$ cat src/hdl/gpa_pkg.sv
`default_nettype none
// ----------------------------------------------------------------------------
// gpa_pkg
// Shared types and constants of the grid projection accumulator.
// ----------------------------------------------------------------------------
package gpa_pkg;

    localparam int GRID_SIDE_DEF = 256;
    localparam int SUM_BITS_DEF  = 48;

    localparam int ACTION_W    = 2;
    localparam int COORD_W     = 8;
    localparam int SHIFT_W     = 4;
    localparam int VALUE_W     = 32;
    localparam int OUT_SUM_W   = 48;
    localparam int COUNT_W     = 16;
    localparam int FINE_W      = 9;
    localparam int MAX_SHIFT   = 8;
    localparam int SPAN_W      = COORD_W + MAX_SHIFT;
    localparam int WGT_W       = VALUE_W + MAX_SHIFT;
    localparam int CFG_IDX_W   = 1;
    localparam int CFG_DATA_W  = 9;
    localparam int QUEUE_DEPTH = 2;

    localparam logic [FINE_W-1:0] SIDE_RESET = 9'd256;

    localparam logic [ACTION_W-1:0] ACT_ADD   = 2'd0;
    localparam logic [ACTION_W-1:0] ACT_READ  = 2'd1;
    localparam logic [ACTION_W-1:0] ACT_CLEAR = 2'd2;

    localparam logic [CFG_IDX_W-1:0] CFG_MODE = 1'b0;
    localparam logic [CFG_IDX_W-1:0] CFG_SIDE = 1'b1;

    typedef enum logic [1:0] {
        K_ADD,
        K_READ,
        K_READ_ZERO,
        K_CLEAR
    } t_kind;

    typedef enum logic [2:0] {
        S_CLEAR,
        S_IDLE,
        S_MUL,
        S_RD,
        S_WR,
        S_RDOUT
    } t_state;

    typedef struct packed {
        t_kind                      kind;
        logic [FINE_W-1:0]          fine_row;
        logic [FINE_W-1:0]          fine_col;
        logic [SHIFT_W-1:0]         shift;
        logic signed [VALUE_W-1:0]  value;
    } t_cmd;

    typedef struct packed {
        logic              combine_mode;
        logic [FINE_W-1:0] side;
    } t_cfg;

endpackage
`default_nettype wire

$ cat src/hdl/gpa_front.sv
`default_nettype none
// ----------------------------------------------------------------------------
// gpa_front
// Accepts requests, maps cells to fine coordinates, drops requests that
// change nothing and pushes the rest into the command queue.
// ----------------------------------------------------------------------------
module gpa_front (
    input  wire                                  i_valid,
    output logic                                 o_ready,
    input  wire  [gpa_pkg::ACTION_W-1:0]         i_action,
    input  wire  [gpa_pkg::COORD_W-1:0]          i_row,
    input  wire  [gpa_pkg::COORD_W-1:0]          i_col,
    input  wire  [gpa_pkg::SHIFT_W-1:0]          i_ratio_shift,
    input  wire  signed [gpa_pkg::VALUE_W-1:0]   i_cell_value,
    input  wire                                  i_refined,
    input  gpa_pkg::t_cfg                        i_cfg,
    input  wire                                  i_q_full,
    input  wire                                  i_init_busy,
    output logic                                 o_push,
    output gpa_pkg::t_cmd                        o_cmd
);

    logic [gpa_pkg::SPAN_W-1:0] r0;
    logic [gpa_pkg::SPAN_W-1:0] c0;
    logic [gpa_pkg::SPAN_W-1:0] side_ext;
    logic                       in_add;
    logic                       in_read;
    logic                       keep;

    always_comb begin
        r0       = gpa_pkg::SPAN_W'(i_row) << i_ratio_shift;
        c0       = gpa_pkg::SPAN_W'(i_col) << i_ratio_shift;
        side_ext = gpa_pkg::SPAN_W'(i_cfg.side);
        in_add   = !i_refined
                && (i_ratio_shift <= gpa_pkg::SHIFT_W'(gpa_pkg::MAX_SHIFT))
                && (r0 < side_ext) && (c0 < side_ext);
        in_read  = (gpa_pkg::FINE_W'(i_row) < i_cfg.side)
                && (gpa_pkg::FINE_W'(i_col) < i_cfg.side);

        o_cmd.kind     = gpa_pkg::K_ADD;
        o_cmd.fine_row = gpa_pkg::FINE_W'(r0);
        o_cmd.fine_col = gpa_pkg::FINE_W'(c0);
        o_cmd.shift    = i_ratio_shift;
        o_cmd.value    = i_cell_value;
        keep           = 1'b0;

        unique case (i_action)
            gpa_pkg::ACT_ADD: begin
                keep = in_add;
            end
            gpa_pkg::ACT_READ: begin
                o_cmd.kind     = in_read ? gpa_pkg::K_READ : gpa_pkg::K_READ_ZERO;
                o_cmd.fine_row = gpa_pkg::FINE_W'(i_row);
                o_cmd.fine_col = gpa_pkg::FINE_W'(i_col);
                keep           = 1'b1;
            end
            gpa_pkg::ACT_CLEAR: begin
                o_cmd.kind = gpa_pkg::K_CLEAR;
                keep       = 1'b1;
            end
            default: begin
                keep = 1'b0;
            end
        endcase
    end

    assign o_ready = !i_q_full && !i_init_busy;
    assign o_push  = i_valid && o_ready && keep;

endmodule
`default_nettype wire

$ cat config.mk
export PLATFORM = sky130hd
export DESIGN_NAME = gpa_front
export DESIGN_NICKNAME = d
export VERILOG_FILES = /design/src/hdl/gpa_pkg.sv /design/src/hdl/gpa_front.sv
export SDC_FILE = /design/constraint.sdc
export NUM_CORES = 1
export LEC_CHECK = 0
export ABC_AREA = 1
export ABC_CLOCK_PERIOD_IN_PS = 2390
export BUFFER_PORTS_ARGS = -buffer_cell sky130_fd_sc_hd__buf_2
export CAP_MARGIN = 20
export CORE_ASPECT_RATIO = 1.1
export CORE_MARGIN = 3
export CORE_UTILIZATION = 45
export DETAILED_ROUTE_END_ITERATION = 8
export PLACE_DENSITY_LB_ADDON = 0.05
export SYNTH_ARGS = -nofsm -noshare
export SYNTH_HDL_FRONTEND = slang
export SYNTH_SLANG_ARGS = --single-unit
export TNS_END_PERCENT = 30
$ cat constraint.sdc
create_clock -name vclk -period 2.39
set_input_delay 0.239 -clock vclk [all_inputs]
set_output_delay 0.239 -clock vclk [all_outputs]
set_load 0.03 [all_outputs]
; Yosys cells after proc, flatten, opt, wreduce, memory -nomap -nowiden
; Cells that the tools add are included.
[totals]
register_bits = 0
wordCells = 25
output_inout_bits = 58
input_bits = 68
[classes]
n_eq_ne = 2
mux = 4
shifts = 2
reduce_logical = 12
order_cmp = 5
[op_table]
columns = operator, n
row1 = < comparator 16 x 9 -> 1 bit, 2
row2 = << shifter 8 x 4 -> 16 bit, 2
row3 = < comparator 8 x 9 -> 1 bit, 2
row4 = two-way mux 18 bit, 1
row5 = logical AND 1 bit, 7
row6 = "less-or-equal comparator 4 bit, second input constant", 1
row7 = one-hot mux 2 bit (2 select lines), 1
row8 = zero test 1 bit, 3
row9 = "== test 2 x 1 -> 1 bit, second input constant", 1
row10 = "== test 2 bit, second input constant", 1
row11 = zero test 2 bit, 1
row12 = two-way mux 2 bit, 1
row13 = one-hot mux 1 bit (2 select lines), 1
row14 = OR reduction 2 bit, 1

; Depth between registers and ports, before layout
; Gate-level depths: netlist (run 1).
[depth]
ltp_word = 6
depth_mapped = 18
depth_no_buf = 16

; Worst setup path after synthesis (run 1)
; Ideal clock, no wire load.
[synth_timing]
path_type = input port to output port
startpoint = input port i_ratio_shift[0] (netlist bit)
endpoint = output port o_push
path_buffers = 3
arrival_time_ns = 2.183
path_stages = 18
path_slack_ns = -0.032
path_cell_list = buf_6 -> inv_2 -> buf_6 -> buf_8 -> nand2_1 -> nand3_1 -> o221a_2 -> o21a_1 -> inv_1 -> ha_1 -> nand3b_1 -> a21oi_1 -> nand2_1 -> nor2_1 -> nand2_1 -> nor2_1 -> nand3_1 -> a21oi_2
[synth_via]
elab_chain_len = 6
word_cells_on_any_way = 10
[synth_rtl]
columns = item, line_no
row1 = from (decl), gpa_front.sv:13  ; input wire [gpa_pkg::SHIFT_W-1:0] i_ratio_shift,
row2 = << shifter 8 x 4 -> 16 bit / less-or-equal comparator 4 bit (equally long branches), "gpa_front.sv:31, gpa_front.sv:35"
row3 = < comparator 16 x 9 -> 1 bit / logical AND 1 bit (equally long branches), "gpa_front.sv:36, gpa_front.sv:35"
row4 = logical AND 1 bit, gpa_front.sv:36  ; && (r0 < side_ext) && (c0 < side_ext);
row5 = logical AND 1 bit (*), gpa_front.sv:36
row6 = one-hot mux 1 bit (2 select lines) (*), gpa_front.sv:47  ; unique case (i_action)
row7 = logical AND 1 bit (*), gpa_front.sv:68  ; assign o_push = i_valid && o_ready && keep;
row8 = to (decl), gpa_front.sv:19  ; output logic o_push,
; Mark *: on every way between the ends. The rest lies on a longest branch, timed or not.

; Worst setup path after layout (run 1)
; Ends and elaborated chain as after synthesis.

==> results of run 1 <==
==> what timing repair did <==
| item | 4_1_cts | 5_1_grt |
|---|---|---|
| pin swaps | 14 | 14 |
| endpoints found under the setup margin | 1 | 2 |
| resized for setup | 33 | 20 |
| cloned | 0 | 0 |
| setup buffers | 13 | 3 |
==> through the flow <==
step	hold slack, ns	util, %	instance area, sq um	TNS [ns]
after floorplan	0.593	-	2180	0
after global placement	0.478	61.7	2760	-0.262
after detailed placement	0.478	61.7	2760	-0.316
after CTS	0.478	66.5	2980	-0.134
after global routing	0.478	69.2	3090	-0.338
final	0.478	69.2	3090	-0.112
==> kinds of logic (layout without fill, tap and decap cells) <==
logic type	Yosys count	in the layout	synth area share, %
simple gates	235	235	46.1
buf+inv	84	186	22.5
compound gates	44	44	11.8
fa+ha+maj	34	34	19.6
==> synth_stat cells (2+ instances only) <==
| cell type | number | area (sq um) |
|---|---|---|
| inv_1 | 33 | 124 |
| buf_4 | 37 | 278 |
| nand2_4 | 2 | 22.5 |
| a21oi_1 | 21 | 105 |
| nor2_1 | 34 | 128 |
| ha_1 | 34 | 425 |
| o21ai_1 | 2 | 10.0 |
| nand3_2 | 4 | 40.0 |
| nand3_1 | 44 | 220 |
| clkbuf_1 | 3 | 11.3 |
| nand3b_1 | 2 | 15.0 |
| a211oi_1 | 2 | 15.0 |
| buf_2 | 6 | 30.0 |
| or2_2 | 2 | 12.5 |
| o21ai_0 | 10 | 50.1 |
| nand2_1 | 142 | 533 |
| buf_6 | 2 | 22.5 |
| o211ai_1 | 2 | 15.0 |
| nand2_2 | 2 | 12.5 |
==> power by group <==
part / total (mW) / switching [mW] / internal, mW
combinational: 0.668 / 0.383 / 0.285
clock: 0 / 0 / 0
sequential: 0 / 0 / 0
==> how the worst min path moves through the flow <==
stage                      to  slack (ns)
global placement    o_cmd[10]        0.48
finish              o_cmd[14]        0.48
global route         o_cmd[6]        0.48
floorplan             o_ready        0.59
CTS                 o_cmd[10]        0.48
detailed placement  o_cmd[10]        0.48
==> per-layer routing <==
| layer | up-vias | part of all wire [%] | global-route usage (%) |
|---|---|---|---|
| li1 | 1467 | - | - |
| met5 | - | 0 | 0 |
| met1 | 1337 | 41 | 34.4 |
| met4 | 0 | 3.1 | 7.89 |
| met3 | 24 | 7.4 | 0.127 |
| met2 | 113 | 49 | 49.6 |
==> final cells by class <==
class | count | share of cell area (%)
Multi-Input combinational cell | 313 | 59.9
Tap cell | 54 | 2.18
Timing Repair Buffer | 151 | 33.4
Inverter | 35 | 4.49
==> key figures, run 1 <==
Detailed routing
  • Avg Vias per Cell: 5.32
  • Residual DRC: 0
  • DR WL/cell: 14.6 um
  • DR iter-0 viols: 253
  • Vias: 2,941
  • Post-DRT Antenna Nets: 0
  • Wirelength, routed: around 8000 um
  • Detailed Routing Iterations Pass 1: 4

GRT
  • Initial antenna violation count: 0
  • First-pass GRT wire length: 12,500 um
  • Vias in the first global route: 2,811
  • Gr ovfl total: 0
  • Largest net degree at the start of global routing: 20
  • Total GRT Usage: a little over a quarter

Floorplanning
  • DIE AREA: 5690 sq um
  • CORE AREA: 4470 sq um
  • Row cnt: 25
  • Die width: 72.2 um
  • Starting Density: 48.5%
  • Die H: 78.8 um
  • # IOs: 126

Worst setup path
  • Worst path max stage delay: 0.27 ns
  • Critical path peak fanout: 8
  • Worst setup path startpoint: i_ratio_shift[0]
  • CP Cell Sequence: buf_12, inv_8, buf_12, buf_12, nand2_4, nand3_2, nand3_2, a21oi_2, ha_1, a21oi_2, nor2_1, a211oi_2, nand2_1, nand2_2, nand3_2, a21oi_4, buf_6
  • Critical path depth: 17
  • Critical path type: primary input to output pin
  • CP Capture Point: o_push
  • CP delay by family, top: compound AO/OA/AOI/OAI gates
  • Critical-path top delay cell: ha_1
  • Critical path data arrival time: 2.26 ns
  • CP Capture Type: output pin
  • CP required: 2.15 ns
  • Critical Path Start Type: primary input
  • Critical path buffers and inverters: 5

Power and ir drop
  • Overall Power: 0.668 mW
  • Leak: 1.85 nW
  • Peak supply drop: 0.103 mV
  • PwrDens: 216 nW/um^2

Hold path
  • Hold crit path type: primary input to output pin
  • Hold-critical path depth: 0
  • Hold path start: i_cell_value[14]

Finish
  • Multi-input logic area: 1850 sq um
  • Final Non-Filler Cells: 553
  • Layout cell share with drive strength beyond 1: 39.1%
  • Clock buffer count: 0
  • Antenna diodes: 0
  • # nets final: 603
  • Filler instances: 434
  • Most frequent cells in the layout: nand2_1 (137), buf_4 (86), buf_2 (59), nand3_1 (35)
  • Commonest non-fill, non-tap cell in the layout: nand2_1
  • Sequential cell area: 0 sq um
  • Sequential cell count: 0
  • Area growth, synth to finish: 42.6%

STA
  • Final setup fails: 1
  • Measured slew at the worst slew-check pin: between 0.5 and 0.6 ns
  • Final Max Slew Viols: 0
  • Peak Freq: 0.400 GHz
  • Final hold violations: 0
  • Slew HR: 64.6%
  • Min cycle time layout: around 2.5 ns
  • Final WS setup: -0.112 ns
  • Unrepaired setup endpoints after global routing: yes
  • Tcrit/Tclk final: 105%

Place
  • DPL Wire Length: 6430 um
  • PortBufs: just over 60
  • Post-placement cell count: roughly 540
  • Placer Congestion: 0.960
  • Placement Setup Slack: -0.316 ns

Run
  • Maxcap violations: 0

Clock network
  • Hold_buf cts: 0

Logic synthesis
  • Syn_nets: 499
  • Synth cell types: 32
  • Gate Count Post-Synth: between 300 and 400
  • Sequential area share after synthesis: 0%
  • YS warnings: 0
  • Post-synth design cell area: 2170 sq um
  • Syn avg cell area: between 5 and 6 sq um

Outcome
  • Status: complete, but fails checks
  • Failing checks: setup timing
No activity file was read; power rests on OpenSTA's default activity.
==> inputs of run 2 (changes only) <==
Settings changed: ABC_AREA 1 to 0, SETUP_SLACK_MARGIN set to 0.3.
==> run 2 against run 1 <==
The flow still finishes with violations (setup timing); non-clock buffer count decreased by 18; utilization decreased by 2.9 points; die area decreased by 1.1%; synthesized cell count decreased by 25%; first-iteration DRC count decreased by 44%; largest power group unchanged.
==> key figures, run 2 <==
Logic synthesis
  • Post-Synth Simple-Gate Area: between 20 and 25%
  • Compound-Gate Fraction of Synth Area: 29.3%
  • Syn avg cell area: between 7 and 8 sq um
  • Cell with the most instances after synthesis: buf_4
  • Post-Synth XOR/XNOR Area: 0%
  • Main combinational cell family by area after synthesis: compound AO/OA/AOI/OAI gates
  • Yosys top cell area share: around a fifth
  • Post-Synth Adder-Cell Area: around 20%
  • Gate Count Post-Synth: 299
  • Syn_nets: around 400
  • Mux contribution to synthesized area: 10.3%
  • Post-synth design cell area: between 2000 and 2500 sq um
  • Sequential area share after synthesis: 0%
  • Synth cell types: 54
  • Top cells by area, synth: ha_1 (20%), buf_4 (13%), a21oi_1 (4.9%)
  • Top cells by count, synth: buf_4 (38), ha_1 (34), nand2_1 (25), nor2_1 (23), a21oi_1 (21)
  • YS warnings: 0
  • Leading area contributor after synthesis: ha_1

Detailed routing
  • Avg Vias per Cell: 5.68
  • Wirelength, routed: ~7300 um
  • DR iter-0 viols: roughly 140
  • DR WL/cell: 16.9 um
  • Post-DRT Antenna Nets: 0
  • Vias: 2,458
  • Detailed Routing Iterations Pass 1: 4
  • Residual DRC: 0

Floorplanning
  • CORE AREA: 4440 sq um
  • # IOs: around 130
  • DIE AREA: 5630 sq um
  • Die H: 78.4 um
  • Die width: 71.8 um
  • Starting Density: roughly 48%
  • Row cnt: 25

Finish
  • Area growth, synth to finish: 37.2%
  • Layout cell share with drive strength beyond 1: approximately half
  • Commonest non-fill, non-tap cell in the layout: buf_4
  • Clock buffer count: 0
  • Most frequent cells in the layout: buf_4 (69), buf_2 (53), ha_1 (30), nand2_1 (24), nor2_1 (22)
  • Sequential cell count: 0
  • Final Non-Filler Cells: 433
  • Sequential cell area: 0 sq um
  • Antenna diodes: 0
  • Post-Route Utilization: 66.2%
  • Post-route design area: 2940 sq um
  • # nets final: 483

GRT
  • Largest net degree at the start of global routing: 26
  • Total GRT Usage: 24.7%
  • Vias in the first global route: 2,303
  • First-pass GRT wire length: 11,200 um
  • Initial antenna violation count: 0
  • Gr ovfl total: 0

Place
  • DP Area: 2710 sq um
  • Placement Setup Slack: -0.492 ns
  • Placer Congestion: 0.955
  • Post-placement cell count: between 400 and 500
  • DPL Wire Length: between 6000 and 7000 um
  • PortBufs: 61

STA
  • Unrepaired setup endpoints after global routing: yes
  • WHS: about 0.48 ns
  • Final WS setup: -0.210 ns
  • Min cycle time layout: 2.60 ns
  • Slew HR: around 74%
  • Final Max Slew Viols: 0
  • Final hold violations: 0
  • Peak Freq: 0.385 GHz
  • Tcrit/Tclk final: 109%
  • Final setup fails: 1
  • Measured slew at the worst slew-check pin: 0.393 ns

Worst setup path
  • Critical path data arrival time: 2.36 ns
  • Critical Path Start Type: primary input
  • CP required: 2.15 ns
  • Critical path type: primary input to output pin
  • Critical path peak fanout: 12
  • CP Capture Type: output pin

Hold path
  • Hold crit path type: primary input to output pin
  • Hold-critical path depth: 0

Power and ir drop
  • Leak: around 1.5 nW
  • PwrDens: 219 nW/um^2
  • Peak supply drop: 0.112 mV

Clock network
  • Hold_buf cts: 0

Outcome
  • Status: complete, but fails checks
  • Failing checks: setup timing

Run
  • Maxcap violations: 0
-- run 2: cell types whose count changed after synthesis, moves of 6 or more --
cell      change
o21ai_0       +7
mux2i_1       +7
o31ai_1       +8
nand3_1      -38
a21o_1        +6
mux2_2        +9
nor2_1       -11
a211oi_1      +7
and2_1        +6
nand2_1     -117
nand2b_1      +6
inv_1        -22
-- run 2: layout make-up --
cell class	count	area (sq um)
inverter	13	53.8
multi-input combinational	233	1890
fill	416	1500
tap	54	67.6
timing repair buffer	133	933
-- run 2: timing repair --
item	4_1_cts	5_1_grt
gates resized for setup	41	17
buffers inserted	1	0
pin swaps	14	14
setup endpoints to repair	9	5
-- run 2: worst paths after layout --
| check | from | end | slack [ns] |
|---|---|---|---|
| max | i_ratio_shift[0] | o_push | -0.21 |
| min | i_cell_value[0] | o_cmd[0] | 0.48 |
-- run 2: metal layers --
metal | share of wire (%) | up-vias | track usage [%]
li1 | - | 1220 | -
met1 | 44 | 1140 | 33.5
met2 | 47 | 88 | 42.8
met3 | 7.6 | 10 | 1.92
met4 | 1.3 | 0 | 3.95
met5 | 0 | - | 0
-- run 2: cell families after synthesis --
| family | Yosys count |
|---|---|
| muxes | 19 |
| AOI/OAI and AO/OA | 92 |
| and+or+nand+nor | 88 |
| buffers and inverters | 66 |
| adders and majority gates | 34 |
-- run 2: worst max-delay path, cell delays in order --
cell	delay, ns
buf_12	0.13
and2_4	0.14
a21o_1	0.16
nor2_1	0.10
nor3_1	0.07
a21oi_2	0.15
nor2_1	0.06
ha_1	0.32
a211oi_2	0.20
o221ai_1	0.13
a31oi_1	0.17
o2111ai_1	0.15
o21ai_2	0.17
buf_6	0.15
-- run 2: power breakdown --
| part | switching [mW] | leakage, nW | internal (mW) |
|---|---|---|---|
| clock network | 0 | 0 | 0 |
| logic | 0.350 | 1.48 | 0.293 |
| registers | 0 | 0 | 0 |
| total | 0.350 | 1.48 | 0.293 |
-- run 2: per-stage QoR --
| stage | total power [mW] | setup TNS [ns] |
|---|---|---|
| finish | 0.643 | -0.210 |
| global route | 0.697 | -0.313 |
| CTS | 0.621 | -0.165 |
| detailed placement | 0.579 | -0.492 |
| global placement | 0.575 | -0.450 |
| floorplan | 0.438 | -0.0604 |
