### config.mk
export PLATFORM = sky130hd
export DESIGN_NAME = gpa_queue
export DESIGN_NICKNAME = d
export VERILOG_FILES = /design/src/hdl/gpa_pkg.sv /design/src/hdl/gpa_queue.sv
export SDC_FILE = /design/constraint.sdc
export NUM_CORES = 1
export LEC_CHECK = 0
export BUFFER_PORTS_ARGS = -buffer_cell sky130_fd_sc_hd__buf_4
export CAP_MARGIN = 15
export CORE_MARGIN = 2
export CORE_UTILIZATION = 55
export DETAILED_ROUTE_END_ITERATION = 6
export MAX_ROUTING_LAYER = met4
export PLACE_DENSITY = 0.83
export SLEW_MARGIN = 20
export SYNTH_ARGS = -nofsm -noshare
export SYNTH_HDL_FRONTEND = slang
export SYNTH_SLANG_ARGS = --single-unit
### constraint.sdc
create_clock -name i_clk -period 9.7 [get_ports i_clk]
set_input_delay 0.97 -clock i_clk [delete_from_list [all_inputs] [get_ports i_clk]]
set_output_delay 0.97 -clock i_clk [all_outputs]
set_load 0.01 [all_outputs]
### src/hdl/gpa_pkg.sv
`default_nettype none
// ----------------------------------------------------------------------------
// gpa_pkg
// Shared types and constants of the grid projection accumulator.
// ----------------------------------------------------------------------------
package gpa_pkg;

    localparam int GRID_SIDE_DEF = 256;
    localparam int SUM_BITS_DEF  = 48;

    localparam int ACTION_W    = 2;
    localparam int COORD_W     = 8;
    localparam int SHIFT_W     = 4;
    localparam int VALUE_W     = 32;
    localparam int OUT_SUM_W   = 48;
    localparam int COUNT_W     = 16;
    localparam int FINE_W      = 9;
    localparam int MAX_SHIFT   = 8;
    localparam int SPAN_W      = COORD_W + MAX_SHIFT;
    localparam int WGT_W       = VALUE_W + MAX_SHIFT;
    localparam int CFG_IDX_W   = 1;
    localparam int CFG_DATA_W  = 9;
    localparam int QUEUE_DEPTH = 2;

    localparam logic [FINE_W-1:0] SIDE_RESET = 9'd256;

    localparam logic [ACTION_W-1:0] ACT_ADD   = 2'd0;
    localparam logic [ACTION_W-1:0] ACT_READ  = 2'd1;
    localparam logic [ACTION_W-1:0] ACT_CLEAR = 2'd2;

    localparam logic [CFG_IDX_W-1:0] CFG_MODE = 1'b0;
    localparam logic [CFG_IDX_W-1:0] CFG_SIDE = 1'b1;

    typedef enum logic [1:0] {
        K_ADD,
        K_READ,
        K_READ_ZERO,
        K_CLEAR
    } t_kind;

    typedef enum logic [2:0] {
        S_CLEAR,
        S_IDLE,
        S_MUL,
        S_RD,
        S_WR,
        S_RDOUT
    } t_state;

    typedef struct packed {
        t_kind                      kind;
        logic [FINE_W-1:0]          fine_row;
        logic [FINE_W-1:0]          fine_col;
        logic [SHIFT_W-1:0]         shift;
        logic signed [VALUE_W-1:0]  value;
    } t_cmd;

    typedef struct packed {
        logic              combine_mode;
        logic [FINE_W-1:0] side;
    } t_cfg;

endpackage
`default_nettype wire

### src/hdl/gpa_queue.sv
`default_nettype none
// ----------------------------------------------------------------------------
// gpa_queue
// Short command queue between the front and back parts.
// ----------------------------------------------------------------------------
module gpa_queue (
    input  wire            i_clk,
    input  wire            i_rst_n,
    input  wire            i_push,
    input  gpa_pkg::t_cmd  i_cmd,
    output logic           o_full,
    input  wire            i_pop,
    output logic           o_valid,
    output gpa_pkg::t_cmd  o_cmd
);

    localparam int PTR_W = (gpa_pkg::QUEUE_DEPTH > 1) ? $clog2(gpa_pkg::QUEUE_DEPTH) : 1;
    localparam int CNT_W = $clog2(gpa_pkg::QUEUE_DEPTH + 1);
    localparam logic [PTR_W-1:0] LAST_PTR = PTR_W'(gpa_pkg::QUEUE_DEPTH - 1);

    gpa_pkg::t_cmd     r_q [gpa_pkg::QUEUE_DEPTH];
    logic [PTR_W-1:0]  r_wp;
    logic [PTR_W-1:0]  r_rp;
    logic [CNT_W-1:0]  r_cnt;
    logic              do_push;
    logic              do_pop;

    assign o_full  = (r_cnt == CNT_W'(gpa_pkg::QUEUE_DEPTH));
    assign o_valid = (r_cnt != '0);
    assign o_cmd   = r_q[r_rp];
    assign do_push = i_push && !o_full;
    assign do_pop  = i_pop && o_valid;

    always_ff @(posedge i_clk) begin
        if (!i_rst_n) begin
            r_wp  <= '0;
            r_rp  <= '0;
            r_cnt <= '0;
        end else begin
            if (do_push) begin
                r_wp <= (r_wp == LAST_PTR) ? '0 : r_wp + 1'b1;
            end
            if (do_pop) begin
                r_rp <= (r_rp == LAST_PTR) ? '0 : r_rp + 1'b1;
            end
            if (do_push && !do_pop) begin
                r_cnt <= r_cnt + 1'b1;
            end else if (do_pop && !do_push) begin
                r_cnt <= r_cnt - 1'b1;
            end
        end
    end

    always_ff @(posedge i_clk) begin
        if (do_push) begin
            r_q[r_wp] <= i_cmd;
        end
    end

endmodule
`default_nettype wire

-- After elaboration in Yosys (flattened, before gate mapping)
Memories as Yosys holds them, arrays and structs flattened. A register that Yosys moved wholly into a read port is not among the register bits.
Cells that the tools add are included.
- add/subtract/negate cells: 4
- equality and inequality tests: 1
- mux-type cells: 8
- reduce and logical (&&, ||, !) cells: 9
- operators with widths (kind ; number):
    $mux W1 ; 6
    $logic_and A1 B1 Y1 ; 4
    $mux W2 ; 2
    $reduce_bool A2 Y1 ; 2
    $logic_not A1 Y1 ; 3
    $add A1 B1 Y1 const B ; 2
    $add A2 B1 Y2 const B ; 1
    $eq A2 B2 Y1 const B ; 1
    $sub A2 B1 Y2 const B ; 1
- flip-flop bits (word level): 4
- memory bits (writable): 112
- logic and storage cells: 26
- memories: 1
- memories (memory ; words ; width ; rd ports ; clocked after Yosys merged registers in ; write ports ; line ; RTL):
    r_q ; 2 ; 56 ; 1 ; 1 ; 1 ; gpa_queue.sv:21 ; gpa_pkg::t_cmd r_q [gpa_pkg::QUEUE_DEPTH];

-- Logic depth before layout (Yosys ltp)
Gate-level depths: netlist (run 1).
- depth after elaboration: 7
- mapped depth: 7

-- Worst setup path after synthesis (run 1)
OpenSTA, ideal clock, no wires.
- path type: input to register
- start point: in i_push
- end point: mem r_q[0][0] (netlist name), enable pin
- library setup time: 0.461 ns
- data arrival time: 3.255 ns
- setup slack: 5.984 ns
- stages on the path: 2
- cells stage by stage: inv_1 -> nor3_2
- cells in the longest elaborated chain, start to end: 3
- ends and longest elaborated chain (element ; line ; RTL):
    start: declaration ; gpa_queue.sv:9 ; input wire i_push,
    $logic_and A1 B1 Y1 ; gpa_queue.sv:31 ; assign do_push = i_push && !o_full;
    $mux W1 ; gpa_queue.sv:55 ; if (do_push) begin
    $mux W1 (implied by the code) ; gpa_queue.sv:56 ; r_q[r_wp] <= i_cmd;
    end: declaration ; gpa_queue.sv:21 ;
Every way passes these cells.

==> results of run 1 <==
how the worst max path moves through the flow:
stage | endpoint | start | cells after the start
2_1_floorplan | r_q[0][0] | i_push | 2
3_3_place_gp | o_cmd[9] | flip-flop | 3
3_5_place_dp | o_cmd[9] | flip-flop | 3
4_1_cts | o_cmd[9] | flip-flop | 3
5_1_grt | o_cmd[9] | flip-flop | 3
6_report | o_cmd[9] | flip-flop | 3
cell type report:
| cell class | instances | area share, % |
|---|---|---|
| multi-input combinational | 74 | 13.28 |
| timing repair buffer | 120 | 15.59 |
| sequential | 117 | 59.97 |
| clock buffer | 18 | 7.234 |
| clock inverter | 12 | 1.581 |
| inverter | 2 | 0.1300 |
| tap | 102 | 2.209 |
state kept, by name, indices dropped and copies added, names as in the netlist, named ones only:
signal / cells
r_cnt: 2
r_rp: 1
r_q: 112
r_wp: 1
layout by cell type, fill, tap and decap left out, types with 2 or more instances in the layout:
cell type   count
clkbuf_16      16
and2_1          3
dfxtp_1         4
clkinvlp_4      2
mux2_2         56
xnor2_1         2
edfxtp_1      112
buf_4         120
clkinv_2        6
clkinv_1        2
stage by stage:
step	setup slack, ns	power (W)
2_1_floorplan	5.984	0.0008890
3_3_place_gp	6.947	0.001052
3_5_place_dp	6.944	0.001061
4_1_cts	6.405	0.001592
5_1_grt	6.320	0.001644
6_report	6.443	0.001573
worst max-delay path: stages (launching register included):
cell     delay (ns)
dfxtp_2        0.72
buf_4          0.49
mux2_2         0.41
buf_4          0.15
cell families after synthesis:
group / count (synthesis)
adders and majority gates: 1
DFF: 117
xor gates and xnor gates: 3
muxes: 56
AOI/OAI and AO/OA: 5
and+or+nand+nor: 9
buffers and inverters: 8
synth_stat cells (2+ instances only):
library cell	n	share of area (%)
buf_4	4	0.70
dfxtp_1	5	2.3
buf_2	2	0.23
xnor2_1	2	0.41
mux2_2	56	15
edfxtp_1	112	79
and2_1	3	0.44
report_power, final:
group	switching, W	total, W	internal (W)
Sequential	0.0000328	0.000670	0.000637
Combinational	0.000171	0.000379	0.000207
Clock	0.000194	0.000524	0.000330
routing by layer:
layer,vias to the layer above,routed length [um],global-route usage [%]
met2,86,3847,29.41
li1,1050,-,-
met1,1103,2984,23.00
met4,0,42,7.463
met5,-,0,-
met3,5,447,6.820
==> impl_metrics.toml, run 1 <==
[sta]
max_freq_mhz = 307.0
max_slew.worst_pin.slew_ns = 0.7482
post-route-period-util_pct = 33.58
tns_ns = 0
setup_viol = 0
hold_viol_final = 0
slew_headroom_pct = 50.12
skew_ns = 0.01229
rsz0062_at_grt = "false"
holdWs_ns = 0.5272
fin_crit_ns = 3.257
drv_slew = 0

[setup_path]
crit_path_end_kind = "primary output"
start_kind = "flip-flop"
rrSetupSlack_ns = 7.87
r2r_start = "r_cnt[0]"
worstPathRequired_ns = 8.73
r2r_cells = 4
cp.arrival_ns = 2.29
worst-setup-path-type = "reg -> out"
r2r_end = "r_q[0][37]"
critPathMaxFanout = 32

[final_layout]
final_cell_area_sq_um = 5777
multi_input_area_sq_um = 767.0
nets = 393
fill_cells = 469
final_util_pct = 75.94
drive_above_1_share_pct = 60.64
num_antenna_cells = 0
fin_cells = 445
regArea_sq_um = 3465
area_delta_synth_final_pct = 35.28

[grt]
grt_max_degree = 57
grt_overflow_total = 0
antenna_found_initial = 0
grt_pass1_vias = 2319
grt_pass1_wl_um = 11410
track_usage_pct = 18.97

[flow_run]
maxCapViolations = 0

[clock_network]
clock_path_buffers = 2
clk_latency_ns = 0.50
cts_setup_buffers = 0
cts.clk_slew.worst_paths_ns = 0.05
ctsResizeCount = 0
cts_tree = "built"
clockRootBuffer = "clkbuf_8"
clock_sink_count = 117
numCtsBuffers = 17
cts_max_level = 4
holdBufCountCts = 0

[synth]
synthAdderAreaFrac_pct = 0.2930
yosys.area_share.xor_xnor_pct = 0.6153
synth_seq_cells = 117
synth-edff-count = 112
async_reset_ff_share_pct = 0
yosys.area_share.simple_pct = 1.348
yosysWarnings = 0
synth_fp_nets = 260
synth_compound_area_share_pct = 0.7618
ys_seq_area_share_pct = 81.10
synth_cell_type_count = 22
synth_cells = 199
syn_avg_cell_area_sq_um = 21.46
synthesis.area_sq_um = 4270
synth_mux_area_share_pct = 14.77
synth_ff_type = "edfxtp_1"
synth_top_family_by_area = "multiplexers"

[min_path]
hold_end = "r_cnt[1]"
worst_hold_path_type = "reg -> reg"
holdCritStartpoint = "r_cnt[1]"
hold_depth = 2

[placement]
dp_cells = 415
routabilityCongestion = 0.7246
io_buffers = 117
dp_hpwl_um = 4585
placed_area_sq_um = 5268

[detailed_routing]
wl_um = 7322
vias = 2244
drc = 0
antenna_left = 0
wl_per_cell_um = 16.45
firstDrtPassIters = 4
vias_per_cell = 5.043
dr.first_iter.drc_count = 127

[power]
leakagePower_nw = 2.185
ir_drop_uv = 192.1
power_density_nw_per_um2 = 272.3

[outcome]
status = "finished clean"

[floorplan]
initial_core_util_pct = 56.13
die_x_um = 92.12
die_area_sq_um = 8485
die_h_um = 92.12
row_count = 32
io_pins = 118
core_sq_um = 7607
(Power assumes the default switching activity.)
==> inputs of run 2 (changes only) <==
- ABC_AREA: default -> 1
- CORE_UTILIZATION: 55 -> 52
- PLACE_DENSITY: 0.83 -> 0.79
- clock period: 9.7 -> 3 ns (I/O delays scaled with it)
==> run 2 against run 1 <==
  * Power rose to 3.6 times the previous value
  * Sequential share of layout area is 7.9 points lower
  * Combinational power rose to 3.4 times the previous value
  * Final area rose by 15%
  * Utilization up 4.8 points
  * Hold slack worse by 0.46 ns
  * Worst setup slack got worse by 5.8 ns
  * Largest power group unchanged
==> impl_metrics.toml, run 2 <==
[synth]
synth_area_leader_cell = "edfxtp_1"
synth_fp_nets = 272
syn_avg_cell_area_sq_um = 21.09
synth_cells = 211
async_reset_ff_share_pct = 0
ys_seq_area_share_pct = 77.82
synth_seq_cells = 117
yosys.area.top_type_share_pct = 75.57
yosysMostFrequentCell = "edfxtp_1"
synthesis.area_sq_um = 4451
yosysWarnings = 0
yosys-top-cells-area = "edfxtp_1 (76%), mux2_4 (13%), mux2_2 (4.0%)"
synth-edff-count = 112
synth_cell_type_count = 16
synth_ff_type = "edfxtp_1"
yosys-top-cells-count = "edfxtp_1 (112), mux2_4 (40), mux2_2 (16)"

[final_layout]
area_delta_synth_final_pct = 49.73
num_antenna_cells = 0
fin_cells = 518
nets = 461
final_util_pct = 80.70
layout_common_cells = "buf_4 (117), edfxtp_1 (112), dlygate4sd3_1 (56)"
largest_registers = "r_q (112), r_cnt (2)"
final_common_cell = "buf_4"
regMostFlops = "r_q"
drive_above_1_share_pct = 50.61
largest_reg_flops = 112

[floorplan]
row_count = 33
die_x_um = 96.52
io_pins = 118
die_h_um = 96.52
die_area_sq_um = 9315
core_sq_um = 8258
initial_core_util_pct = 53.89

[setup_path]
r2r_cells = 4
r2r_end = "r_q[1][11]"
cp.arrival_ns = 2.05
critPathMaxFanout = 36
worstPathRequired_ns = 2.70
worst-setup-path-type = "reg -> out"
crit_path_end_kind = "primary output"
rrSetupSlack_ns = 1.30
r2r_start = "r_cnt[1]"
start_kind = "flip-flop"

[clock_network]
ctsResizeCount = 0
cts_setup_buffers = 0
holdBufCountCts = 56
cts_max_level = 4
cts_tree = "built"
clock_sink_count = 117
clock_path_buffers = 2
cts.clk_slew.worst_paths_ns = 0.06
clockRootBuffer = "clkbuf_8"
numCtsBuffers = 17
clk_latency_ns = 0.50

[detailed_routing]
antenna_left = 0
wl_met1_um = 3376
wl_um = 8575
drc = 0
wl_per_cell_um = 16.55
route.met2.wl_um = 4622
vias_per_cell = 4.907
top_layer = "met4"
dr_wl_met3_um = 485
firstDrtPassIters = 4
vias = 2542
dr.first_iter.drc_count = 155

[sta]
rsz0062_at_grt = "false"
tns_ns = 0
slew_headroom_pct = 57.79
setup_viol = 0
max_slew.worst_pin.slew_ns = 0.6331
skew_ns = 0.005747
max_freq_mhz = 425.0
hold_viol_final = 0
fin_crit_ns = 2.353
drv_slew = 0
post-route-period-util_pct = 78.43

[min_path]
holdCritStartpoint = "i_rst_n"
hold_depth = 3
hold_end = "r_cnt[1]"
worst_hold_path_type = "in -> reg"

[grt]
grt_overflow_total = 0
grt_pass1_wl_um = 12610
track_usage_pct = 19.50
grt_max_degree = 45
antenna_found_initial = 0
grt_pass1_vias = 2708

[power]
leakagePower_nw = 2.642
power.total_w = 0.005618
ir_drop_uv = 735.2
power_density_nw_per_um2 = 843.0

[outcome]
status = "finished clean"

[placement]
routabilityCongestion = 0.7694
dp_hpwl_um = 4881
io_buffers = 117
dp_cells = 430

[flow_run]
maxCapViolations = 0
==> run 2: stage by stage <==
stage,area [sq um],worst slack (ns),hold slack (ns)
floorplan,4451,-0.3054,0.3989
global placement,5478,1.151,0.4765
detailed placement,5478,1.150,0.4874
CTS,6664,0.6023,0.04102
global route,6664,0.5646,0.06662
finish,6664,0.6472,0.06842
==> run 2: per-layer routing <==
layer / vias to the layer above / global-route usage, %
li1: 1194 / -
met1: 1236 / 20.60
met2: 95 / 34.03
met3: 17 / 6.284
met4: 0 / 7.629
met5: - / -
==> run 2: kinds of logic (layout without fill, tap and decap cells) <==
kind of cell | count (synthesis) | count (layout) | synth area share, %
buf+inv | 14 | 216 | 2.052
simple gates | 18 | 18 | 1.603
mux | 56 | 56 | 17.54
fa+ha+maj | 1 | 1 | 0.2811
flops | 117 | 117 | 77.82
compound gates | 5 | 5 | 0.7028
==> run 2: how the worst max path moves through the flow <==
stage,start,to
2_1_floorplan,r_cnt[1],r_q[0][0]
3_3_place_gp,flip-flop,o_cmd[55]
3_5_place_dp,flip-flop,o_cmd[33]
4_1_cts,flip-flop,o_cmd[41]
5_1_grt,flip-flop,o_cmd[41]
6_report,flip-flop,o_cmd[33]
==> run 2: layout make-up <==
cell class	instances	area, sq um
tap	105	131.4
multi-input combinational	80	910.9
timing repair buffer	176	1499
clock buffer	18	417.9
inverter	8	30.03
sequential	117	3467
fill	430	1594
clock inverter	14	207.7
==> run 2: where the power goes <==
part           switching, W  leakage (nW)  internal (W)
registers          0.000136          1.09       0.00207
logic              0.000555          1.26      0.000745
clock network      0.000686         0.296       0.00143
==> run 2: critical path: stages, from the launching register on <==
cell and delay (ns):
dfxtp_4 0.76, buf_12 0.28, mux2_2 0.35, buf_4 0.14
==> inputs of run 3 (changes only) <==
- CORE_UTILIZATION: 52 -> 47
- PLACE_DENSITY: 0.79 -> 0.75
- clock period: 3 -> 1.9 ns (I/O delays scaled with it)
==> run 3 against run 2 <==
  * Clock-buffer cell count shrank 1
  * Sequential power grew 54%
  * Final cell count is 3.1% higher
  * Die area grew 10%
  * Sequential share of layout area is 0.67 points lower
  * Register-to-register slack got worse by 0.99 ns
  * Wire length up 0.61%
  * Highest routed layer unchanged
==> impl_metrics.toml, run 3 (same netlist as run 2, synthesis figures left out) <==
[setup_path]
crit_path_end_kind = "primary output"
crit_path_top_delay_cell = "dfxtp_4"
start_kind = "flip-flop"
rrSetupSlack_ns = 0.31
path_common_cell = "buf_4"
worstPathCellList = "buf_4 > mux2_2 > buf_4"
crit_family = "flip-flops"
r2r_cells = 9
critPathMaxFanout = 8
r2r_end = "r_cnt[1]"
crit_buf_inv = 2
worstPathRequired_ns = 1.71
max_stage_delay_ns = 0.42
cp.arrival_ns = 1.61
worstSetupPathDepth = 3
r2r_start = "r_cnt[1]"
crit_path_end = "o_cmd[55]"
worst-setup-path-type = "reg -> out"

[floorplan]
die_x_um = 101.3
row_count = 35
io_pins = 118
initial_core_util_pct = 48.39
core_sq_um = 9196
die_area_sq_um = 10260
die_h_um = 101.3

[clock_network]
clockRootBuffer = "clkbuf_8"
cts_tree = "built"
cts.clk_slew.worst_paths_ns = 0.06
numCtsBuffers = 17
ctsResizeCount = 0
clock_sink_count = 117
clock_path_buffers = 2
cts_max_level = 4
clk_latency_ns = 0.51

[final_layout]
num_antenna_cells = 0
regMostFlops = "r_q"
drive_above_1_share_pct = 51.77
multi_input_area_sq_um = 910.9
fill_cells = 559
largest_registers = "r_q (112), r_cnt (2)"
nets = 471
largest_reg_flops = 112
fin_cells = 534
final_common_cell = "buf_4"
final_cell_area_sq_um = 6750
area_delta_synth_final_pct = 51.67
layout_common_cells = "buf_4 (124), edfxtp_1 (112), dlygate4sd3_1 (57)"
regArea_sq_um = 3467

[grt]
track_usage_pct = 18.11
grt_max_degree = 41
grt_pass1_wl_um = 13170
grt_pass1_vias = 2793
grt_overflow_total = 0
antenna_found_initial = 0

[sta]
fin_crit_ns = 1.802
fin_ws_ns = 0.09832
slew_headroom_pct = 78.62
rsz0062_at_grt = "false"
max_slew.worst_pin.slew_ns = 0.3206
max_freq_mhz = 555.0
hold_viol_final = 0
setup_viol = 0
tns_ns = 0
drv_slew = 0
skew_ns = 0.009014
post-route-period-util_pct = 94.83

[outcome]
status = "finished clean"

[power]
power_density_nw_per_um2 = 1309
ir_drop_uv = 728.6
power.total_w = 0.008835
leakagePower_nw = 2.692

[detailed_routing]
firstDrtPassIters = 4
antenna_left = 0
wl_um = 8627
wl_per_cell_um = 16.16
dr.first_iter.drc_count = 123
vias_per_cell = 4.798
vias = 2562
drc = 0

[placement]
routabilityCongestion = 0.8073
place_worst_setup_slack_ns = 0.3375
io_buffers = 117
placed_area_sq_um = 5540
dp_cells = 440
dp_hpwl_um = 4954

[flow_run]
maxCapViolations = 0

[min_path]
worst_hold_path_type = "in -> reg"
[run 3: power breakdown]
group / internal (W) / switching [W]
Clock: 0.00211 / 0.00109
Combinational: 0.00126 / 0.000981
Sequential: 0.00327 / 0.000129
[run 3: cell type report]
type	instances	share of cell area [%]
sequential	117	51.36
tap	111	2.057
timing repair buffer	186	23.73
clock inverter	15	2.780
inverter	8	0.4449
clock buffer	17	6.135
multi-input combinational	80	13.49
[run 3: timing repair]
action	CTS	global route
hold endpoints to repair	117	0
setup buffers	5	0
hold buffers	57	0
setup endpoints to repair	40	0
[run 3: how the worst min path moves through the flow]
stage                 endpoint  depth (start not counted)  slack [ns]      start
detailed placement   r_q[0][9]                          1        0.38   i_cmd[9]
floorplan            r_q[0][0]                          0        0.29   i_cmd[0]
CTS                  flip-flop                          4        0.08      i_pop
global placement    r_q[0][46]                          1        0.37  i_cmd[46]
finish                    r_wp                          4        0.12     i_push
global route              r_wp                          4         0.1     i_push
[run 3: routing by layer]
| layer | part of all wire (%) | GRT usage (%) | vias to the layer above | wire [um] |
|---|---|---|---|---|
| li1 | - | - | 1213 | - |
| met1 | 40 | 18.63 | 1256 | 3417 |
| met2 | 54 | 31.02 | 87 | 4621 |
| met3 | 6.2 | 6.970 | 6 | 535 |
| met4 | 0.61 | 7.380 | 0 | 53 |
| met5 | 0 | - | - | 0 |
[run 3: worst reg2reg max path: cells and delay by family, from the launching register on]
family / cells / cell delay, ns
AOI/OAI and AO/OA: 1 / 0.29
buffers and inverters: 4 / 0.34
adders and majority gates: 1 / 0.33
and+or+nand+nor: 3 / 0.21
DFF: 1 / 0.36
[run 3: stage by stage]
stage / utilization [%] / hold WS, ns
global placement: 60.24 / 0.3747
floorplan: - / 0.2889
finish: 73.40 / 0.1176
CTS: 73.40 / 0.08104
global route: 73.40 / 0.09576
detailed placement: 60.24 / 0.3780
